$ cat src/hw/rtl/trmh_pkg.sv
// Shared constants for the telemetry running mean history block.
package trmh_pkg;
  localparam int DefHistoryDepth = 64;
  localparam logic [15:0] NegCurrentStart = 16'd61440;
  localparam logic [13:0] SocFull = 14'd10000;
  localparam logic [15:0] CountMax = 16'hFFFF;
  localparam int NumMeans = 7;
endpackage

$ cat src/hw/rtl/telemetry_running_mean_history.sv
// Telemetry running mean history: one item per transaction, one result per transaction.
// Each item is processed by a single shared restoring divider, one quotient bit per
// cycle. Eight divisions are run back to back: the state of charge first, then the
// seven means. Each has one setup/multiply step, 64 quotient bits and one store step;
// the state of charge division gives zero without quotient bits when the maximum
// capacity is zero. The next transaction is accepted only once the block is back in
// idle, which it reaches on the same edge as out_valid is set, and in_stall is high
// until then. The result is held in an output register until taken, so the next item
// can be worked on while it waits. Only the final step of that next item waits while
// the previous result is still stalled. The history ring is a write-only memory of
// HISTORY_DEPTH rows written at the period-end item.
module telemetry_running_mean_history #(
  parameter int HISTORY_DEPTH = trmh_pkg::DefHistoryDepth
) (
  input  logic                clk,
  input  logic                rst,
  input  logic                in_valid,
  output logic                in_stall,
  input  logic                kind,
  input  logic [15:0]         max_cap_high,
  input  logic [15:0]         max_cap_low,
  input  logic [15:0]         cap_high,
  input  logic [15:0]         cap_low,
  input  logic [15:0]         load_current_raw,
  input  logic [15:0]         battery_volts_raw,
  input  logic [15:0]         alternator_watts,
  input  logic [15:0]         solar_watts,
  input  logic [15:0]         alternator_day_ah,
  input  logic [15:0]         solar_day_charge_ah,
  input  logic [15:0]         solar_day_discharge_ah,
  output logic                out_valid,
  input  logic                out_stall,
  output logic                snapshot_written,
  output logic [7:0]          history_slot,
  output logic [7:0]          history_fill,
  output logic [13:0]         soc_mean,
  output logic [15:0]         volts_mean,
  output logic signed [32:0]  load_mean_mw,
  output logic [15:0]         alternator_mean,
  output logic [15:0]         solar_mean,
  output logic [15:0]         charged_mean,
  output logic [15:0]         discharged_mean
);
  import trmh_pkg::*;

  localparam int HW = (HISTORY_DEPTH > 1) ? $clog2(HISTORY_DEPTH) : 1;

  localparam logic [2:0] S_IDLE = 3'd0;
  localparam logic [2:0] S_MUL  = 3'd1;
  localparam logic [2:0] S_DIV  = 3'd2;
  localparam logic [2:0] S_NEXT = 3'd3;
  localparam logic [2:0] S_DONE = 3'd4;

  logic [2:0] state;
  logic [3:0] job;          // 0 = soc, 1..7 = means
  logic [6:0] bit_cnt;
  logic [63:0] num;         // dividend magnitude, shifted out MSB first
  logic [63:0] quo;
  logic [31:0] den;
  logic [32:0] rem;
  logic        neg;

  // sample registers
  logic        kind_r;
  logic [30:0] maxc, capc;
  logic [13:0] soc_x;
  logic [15:0] volts_x, alt_x, sol_x, chg_x, dis_x;
  logic signed [32:0] load_x;
  // means
  logic [13:0] m_soc;
  logic [15:0] m_volts, m_alt, m_sol, m_chg, m_dis;
  logic signed [32:0] m_load;
  logic [15:0] count;
  logic [HW-1:0] head;
  logic [7:0] fill;

  logic [62:0] hist_bat [HISTORY_DEPTH];
  logic [63:0] hist_src [HISTORY_DEPTH];

  logic [16:0] chg_sum;
  logic signed [16:0] amps;
  logic signed [33:0] load_w;
  logic        done_fire;
  logic [32:0] rem_sh;
  logic [63:0] prod;
  logic signed [49:0] sprod;
  logic [15:0] sel_m, sel_x;
  logic [63:0] quo_next;
  logic [32:0] rem_next;

  assign chg_sum = {1'b0, alternator_day_ah} + {1'b0, solar_day_charge_ah};
  assign amps = (load_current_raw < NegCurrentStart) ? $signed({1'b0, load_current_raw})
                                                     : $signed({1'b1, load_current_raw});
  assign load_w = amps * $signed({1'b0, battery_volts_raw});
  assign in_stall = (state != S_IDLE);
  assign done_fire = (state == S_DONE) && (!out_valid || !out_stall);

  always_comb begin
    case (job)
      4'd2: begin sel_m = m_volts; sel_x = volts_x; end
      4'd4: begin sel_m = m_alt;   sel_x = alt_x;   end
      4'd5: begin sel_m = m_sol;   sel_x = sol_x;   end
      4'd6: begin sel_m = m_chg;   sel_x = chg_x;   end
      4'd7: begin sel_m = m_dis;   sel_x = dis_x;   end
      default: begin sel_m = {2'b00, m_soc}; sel_x = {2'b00, soc_x}; end
    endcase
    prod = {32'd0, sel_m} * {48'd0, count};
    sprod = $signed(m_load) * $signed({1'b0, count});
    rem_sh = {rem[31:0], num[63]};
    if (rem_sh >= {1'b0, den}) begin
      rem_next = rem_sh - {1'b0, den};
      quo_next = {quo[62:0], 1'b1};
    end else begin
      rem_next = rem_sh;
      quo_next = {quo[62:0], 1'b0};
    end
  end

  always_ff @(posedge clk) begin
    if (rst) begin
      state <= S_IDLE;
      out_valid <= 1'b0;
      m_soc <= '0; m_volts <= '0; m_load <= '0;
      m_alt <= '0; m_sol <= '0; m_chg <= '0; m_dis <= '0;
      count <= '0; head <= '0; fill <= '0;
    end else begin
      if (done_fire) out_valid <= 1'b1;
      else if (!out_stall) out_valid <= 1'b0;
      case (state)
        S_IDLE: begin
          if (in_valid && !in_stall) begin
            kind_r <= kind;
            maxc <= {max_cap_high, max_cap_low[15:1]};
            capc <= {cap_high, cap_low[15:1]};
            volts_x <= battery_volts_raw;
            alt_x <= alternator_watts;
            sol_x <= solar_watts;
            chg_x <= chg_sum[16] ? CountMax : chg_sum[15:0];
            dis_x <= solar_day_discharge_ah;
            load_x <= load_w[32:0];
            job <= 4'd0;
            state <= S_MUL;
          end
        end
        S_MUL: begin
          bit_cnt <= 7'd64;
          rem <= '0;
          quo <= '0;
          neg <= 1'b0;
          if (job == 4'd0) begin
            num <= {33'd0, capc} * 64'd10000;
            den <= {1'b0, maxc};
          end else if (job == 4'd3) begin
            logic signed [50:0] t;
            t = 51'(sprod) + 51'(load_x);
            neg <= t[50];
            num <= t[50] ? 64'(-t) : 64'(t);
            den <= {16'd0, count} + 32'd1;
          end else begin
            num <= prod + {48'd0, sel_x};
            den <= {16'd0, count} + 32'd1;
          end
          state <= S_DIV;
        end
        S_DIV: begin
          if (den == '0) begin
            quo <= '0;
            state <= S_NEXT;
          end else begin
            rem <= rem_next;
            quo <= quo_next;
            num <= {num[62:0], 1'b0};
            bit_cnt <= bit_cnt - 7'd1;
            if (bit_cnt == 7'd1) state <= S_NEXT;
          end
        end
        S_NEXT: begin
          case (job)
            4'd0: soc_x <= (quo > 64'(SocFull)) ? SocFull : quo[13:0];
            4'd1: m_soc <= quo[13:0];
            4'd2: m_volts <= quo[15:0];
            4'd3: m_load <= neg ? -$signed(quo[32:0]) : $signed(quo[32:0]);
            4'd4: m_alt <= quo[15:0];
            4'd5: m_sol <= quo[15:0];
            4'd6: m_chg <= quo[15:0];
            default: m_dis <= quo[15:0];
          endcase
          if (job == 4'd7) state <= S_DONE;
          else begin
            job <= job + 4'd1;
            state <= S_MUL;
          end
        end
        S_DONE: begin
          if (done_fire) begin
            snapshot_written <= kind_r;
            history_slot <= kind_r ? 8'(head) : 8'd0;
            soc_mean <= m_soc; volts_mean <= m_volts; load_mean_mw <= m_load;
            alternator_mean <= m_alt; solar_mean <= m_sol;
            charged_mean <= m_chg; discharged_mean <= m_dis;
            if (kind_r) begin
              head <= (32'(head) + 1 >= HISTORY_DEPTH) ? '0 : head + HW'(1);
              if (32'(fill) < HISTORY_DEPTH - 1) begin
                fill <= fill + 8'd1;
                history_fill <= fill + 8'd1;
              end else history_fill <= fill;
              m_soc <= soc_x; m_volts <= volts_x; m_load <= load_x;
              m_alt <= alt_x; m_sol <= sol_x; m_chg <= chg_x; m_dis <= dis_x;
              count <= 16'd1;
            end else begin
              history_fill <= fill;
              if (count != CountMax) count <= count + 16'd1;
            end
            state <= S_IDLE;
          end
        end
        default: state <= S_IDLE;
      endcase
    end
  end

  always_ff @(posedge clk) begin
    if (done_fire && kind_r) begin
      hist_bat[head] <= {m_load, m_volts, m_soc};
      hist_src[head] <= {m_dis, m_chg, m_sol, m_alt};
    end
  end

  logic unused_hist;
  assign unused_hist = ^{hist_bat[0], hist_src[0], NumMeans[0]};
endmodule

$ cat config.mk
export PLATFORM = sky130hd
export DESIGN_NAME = telemetry_running_mean_history
export DESIGN_NICKNAME = d
export VERILOG_FILES = /design/src/hw/rtl/trmh_pkg.sv /design/src/hw/rtl/telemetry_running_mean_history.sv
export SDC_FILE = /design/constraint.sdc
export NUM_CORES = 2
export LEC_CHECK = 0
export ABC_AREA = 1
export ABC_CLOCK_PERIOD_IN_PS = 41700
export BUFFER_PORTS_ARGS = -buffer_cell sky130_fd_sc_hd__buf_2
export CAP_MARGIN = 15
export CORE_MARGIN = 4
export CORE_UTILIZATION = 55
export DETAILED_ROUTE_END_ITERATION = 6
export GPL_ROUTABILITY_DRIVEN = 0
export GPL_TIMING_DRIVEN = 1
export PLACE_DENSITY = 0.72
export SETUP_SLACK_MARGIN = 0.3
export SLEW_MARGIN = 20
export SYNTH_ARGS = -nofsm -noshare
export SYNTH_HDL_FRONTEND = slang
export SYNTH_SLANG_ARGS = --single-unit
$ cat constraint.sdc
create_clock -name clk -period 41.7 [get_ports clk]
set_input_delay 8.34 -clock clk [delete_from_list [all_inputs] [get_ports clk]]
set_output_delay 8.34 -clock clk [all_outputs]
set_load 0.005 [all_outputs]
# Yosys cells after proc, flatten, opt, wreduce, memory -nomap -nowiden
# Cells that the tools add are included.
# Widths: inputs -> output; s select.
# op_classes
n_reduce_logical	34
n_mux	62
n_eq_ne	27
n_mul	4
addsub	13
bitwise	2
order_cmp	5
# op_table
op	n
$mux 64	5
$mux 16	17
$pmux 64 s2	2
$pmux 16 s2	5
$pmux 16 s5	2
$mux 33	4
$pmux 33 s2	1
$gt 64x14->1 const B	1
$mux 32	2
$neg 51->64	1
$pmux 32 s2	1
$add 50x33->51	1
$mul 33x17->50	1
$mux 14	3
$mul 31x10->41 const B	1
$add 32x16->33	1
$ge 33x32->1	1
$mul 17x17->33	1
$neg 33->33	1
$logic_not 32->1	1
$mul 16x16->32	1
$reduce_and 4->1	8
$sub 32x32->32	1
$mux 31	1
45 further kinds	84
# word_totals
output_inout_bits	146
regBits	699
wordCells	188

# Depth between registers and ports, before layout
# logic_depth
depth_word	7
mapped_depth	41
depth_no_buf	41

# Least setup slack after synthesis
# No wires, ideal clock.
# synth_timing
path_kind	input to register
start	in rst
end	reg bit_cnt[0], enable pin
path_stages	3
setup_slack_ns	21.644
t_required_ns	40.978
arrival_ns	19.334
path_cell_list	clkbuf_1 > a21oi_1 > a21boi_0
# synth_between
elab_chain_len	2
# synth_lines
element	line	text
start, declared	telemetry_running_mean_history.sv:16	input logic rst,
$not 1->1 (no source line)	n/a	
$reduce_and 3->1 (no source line)	n/a	
end signal, assigned	telemetry_running_mean_history.sv:173	bit_cnt <= bit_cnt - 7'd1;
end, declared	telemetry_running_mean_history.sv:56	logic [6:0] bit_cnt;
# No other way between the ends.
# A chain may end at the register's enable or synchronous reset.

# Worst setup path after layout
# layout_timing
start	in load_current_raw[12]
end	reg load_x[32], data pin
# layout_between
elab_chain_len	3
# layout_lines
element	line	text
start, declared	telemetry_running_mean_history.sv:24	input logic [15:0] load_current_raw,
$lt 16x16->1	telemetry_running_mean_history.sv:92	assign amps = (load_current_raw < NegCurrentStart) ? $signed({1'b0, load_current_raw})
$mux 17 *	telemetry_running_mean_history.sv:92	
$mul 17x17->33 *	telemetry_running_mean_history.sv:94	assign load_w = amps * $signed({1'b0, battery_volts_raw});
named net load_w[32]	telemetry_running_mean_history.sv:82	logic signed [33:0] load_w;
end signal, assigned	telemetry_running_mean_history.sv:140	load_x <= load_w[32:0];
end, declared	telemetry_running_mean_history.sv:68	logic signed [32:0] load_x;
# The timed path passes the listed nets; every way through them passes the cells marked *.

==> flow_metrics.tcl <==
set metrics [dict create \
    rows 138 \
    p_leak_uw 0.0444 \
    drc 0 \
    grt_pass1_vias 65400 \
    final_cell_mix "2551 x inv_1, 2077 x nand2_1, 1107 x fa_1, 587 x nor2_1, 535 x edfxtp_1" \
    critPathCaptureType "flip-flop" \
    postSynthCellCount 9613 \
    path_cells "buf_2, nand4_1, inv_1, nand2_1, inv_1, fa_1, fa_1, inv_1, fa_1, fa_1, fa_1, fa_1, inv_1, ha_1, a21oi_1, o21ai_0, a2111oi_0, o221ai_1, xor2_1" \
    synth-seq-cells 696 \
    antenna_found_initial 2 \
    dpl_cell_area_mm2 0.0821 \
    rrSetupSlack_ps 32220 \
    hold_depth 0 \
    routed_wl_um 220000 \
    power_density_mw_per_mm2 40.4 \
    layout_commonest_cell "inv_1" \
    postRouteAntennaNets 0 \
    drv_slew 0 \
    grt_max_degree 93 \
    max-cap-violations 0 \
    dr.pass1.iters 6 \
    p_int_uw 1900 \
    wire_per_inst_um 18.8 \
    chipHeight_um 387 \
    cts_buffers 77 \
    synth_top_cell_by_area "fa_1" \
    startpoint_type "input pin" \
    met2WireLength_um 102000 \
    fmax_mhz 66.9 \
    die_w_um 387 \
    grtUsageTotal_pct 29.5 \
    coreArea_mm2 0.142 \
    cts-htree-levels 3 \
    cts_tree "done" \
    clockBufferDepth 3 \
    start_util_pct 55.5 \
    yosysSeqAreaShare_pct 24.4 \
    rsz0062_at_grt "false" \
    period_share_pct 35.9 \
    async_flop_share_pct 0 \
    drive_gt1_share_pct 6.70 \
    syn_area_mm2 0.0789 \
    area_delta_synth_final_pct 7.35 \
    dp_hpwl_um 174000 \
    clock-sinks 696 \
    worstPathArrival_ps 15390 \
    num_antenna_cells 0 \
    final-hold-violation-count 0 \
    numPortBuffers 322 \
    clock_skew_ps 67.7 \
    synth.distinct_cells 62 \
    path_common_cell "fa_1" \
    setup_viol 0 \
    worstMarginPinSlew_ps 1180 \
    fin_tns_setup_ps 0 \
    crit_slowest_cell "fa_1" \
    synth_edf_count 535 \
    clock_latency_ps 740 \
    cpPeakStageDelay_ps 730 \
    clkSlewWorstSetupHoldPaths_ps 60 \
    combPwrFrac_pct 53.0 \
    swShare_pct 44.3 \
    post_cts_buffers 0 \
    design_area_mm2 0.0847 \
    cts-root-buf "clkbuf_16" \
    p_seq_share_pct 26.4 \
    path_class "input pin to flip-flop" \
    nets 11500 \
    slew_headroom_pct 21.2 \
    status "complete, no violations" \
    die-area_mm2 0.150 \
    peakVddDrop_mv 0.0977 \
    hold_buffers 0 \
    required_ps 42140 \
    synthFlopType "edfxtp_1" \
    hold_class "flip-flop to flip-flop" \
    grt_pass1_wl_um 352000 \
    drt_iter0_drc 6332 \
    critPathMaxFanout 17 \
    synth_top_area_share_pct 28.1 \
    vias 63900 \
    io_pins 327 \
    gr-total-overflow 0 \
    vias_per_cell 5.47 \
    period_needed_ps 14950 \
    wl_met1_um 85600 \
    maxUsedRoutingLayer "met5" \
    dr_wl_met3_um 21400 \
    syn_avg_cell_area_um2 8.21 \
    ys_warn_count 0 \
    switchingPower_uw 1510 \
    reg2regPathDepth 33 \
    p_clk_share_pct 20.6 \
    cts_resized 0 \
    synth_area_leaders "fa_1 28%, edfxtp_1 20%, inv_1 12%, nand2_1 9.9%, ha_1 7.7%" \
]
[Yosys cell counts, types with 26 or more instances]
cell type and count:
nor2_1 596, a211oi_1 29, a31oi_1 113, nand3_1 258, fa_1 1107, inv_2 28, ha_1 488, clkbuf_1 312
nand4_1 72, o21ai_0 325, o21ai_1 28, a221oi_1 26, dfxtp_1 161, buf_1 28, inv_1 2554, edfxtp_1 535
xnor2_1 55, a21oi_1 394, nand2_1 2080, xor2_1 95, nor3_1 32
[power by group through the flow]
stage	Sequential, uW	Clock (uW)	Combinational [uW]
floorplan	900	0	1350
global placement	915	0	1750
detailed placement	916	0	1790
CTS	902	713	1810
global route	907	742	2060
finish	903	704	1810
[sequential cells by signal (all words and copies together), names as in the netlist, 31 cells and up]
register	count
den	31
m_load	33
rem	32
quo	64
capc	31
num	64
maxc	31
load_x	33
load_mean_mw	33
[through the flow]
stage               utilization, %  power, uW  setup slack [ps]  cells  hold WS [ps]
finish                        59.6       3420             26750  11700           419
global route                  59.6       3710             26390  11700           430
CTS                           59.6       3420             26850  11700           420
detailed placement            57.7       2710             26110  11500           416
global placement              57.7       2670             26280  11500           412
floorplan                        -       2250             21640   9614           406
[area by class of cell]
cell class	count	area [um^2]
multi-input combinational	5955	48500
fill	12300	57400
clock buffer	96	2040
tap	1890	2360
sequential	696	19300
clock inverter	47	591
inverter	2595	9740
timing repair buffer	393	2140
[final timing paths]
check,start,to
max reg2reg,job[0],num[25]
min,m_dis[5],discharged_mean[5]
min reg2reg,m_dis[5],discharged_mean[5]
max,load_current_raw[12],load_x[32]
[critical path, delay by kind of cell]
family | cells | cell delay, ps
adder cells (fa/ha/maj) | 7 | 3720
AND/OR/NAND/NOR | 2 | 550
buffers and inverters | 5 | 1250
AO/OA/AOI/OAI | 4 | 1320
XOR/XNOR | 1 | 220
[cells by family after synthesis]
kind of cell	after synthesis	synth area share, %
flip-flops	696	24.4
XOR/XNOR	150	1.67
buffers and inverters	2963	14.2
other	1	0.00475
adder cells (fa/ha/maj)	1595	35.8
AO/OA/AOI/OAI	1052	7.60
AND/OR/NAND/NOR	3156	16.3
[metal layers]
metal	vias to the layer above	global-route usage [%]
met3	598	6.08
met1	31100	38.7
li1	29200	-
met5	-	0
met4	4	13.0
met2	2998	47.7
Note: power is estimated with default switching activity, not from simulation.
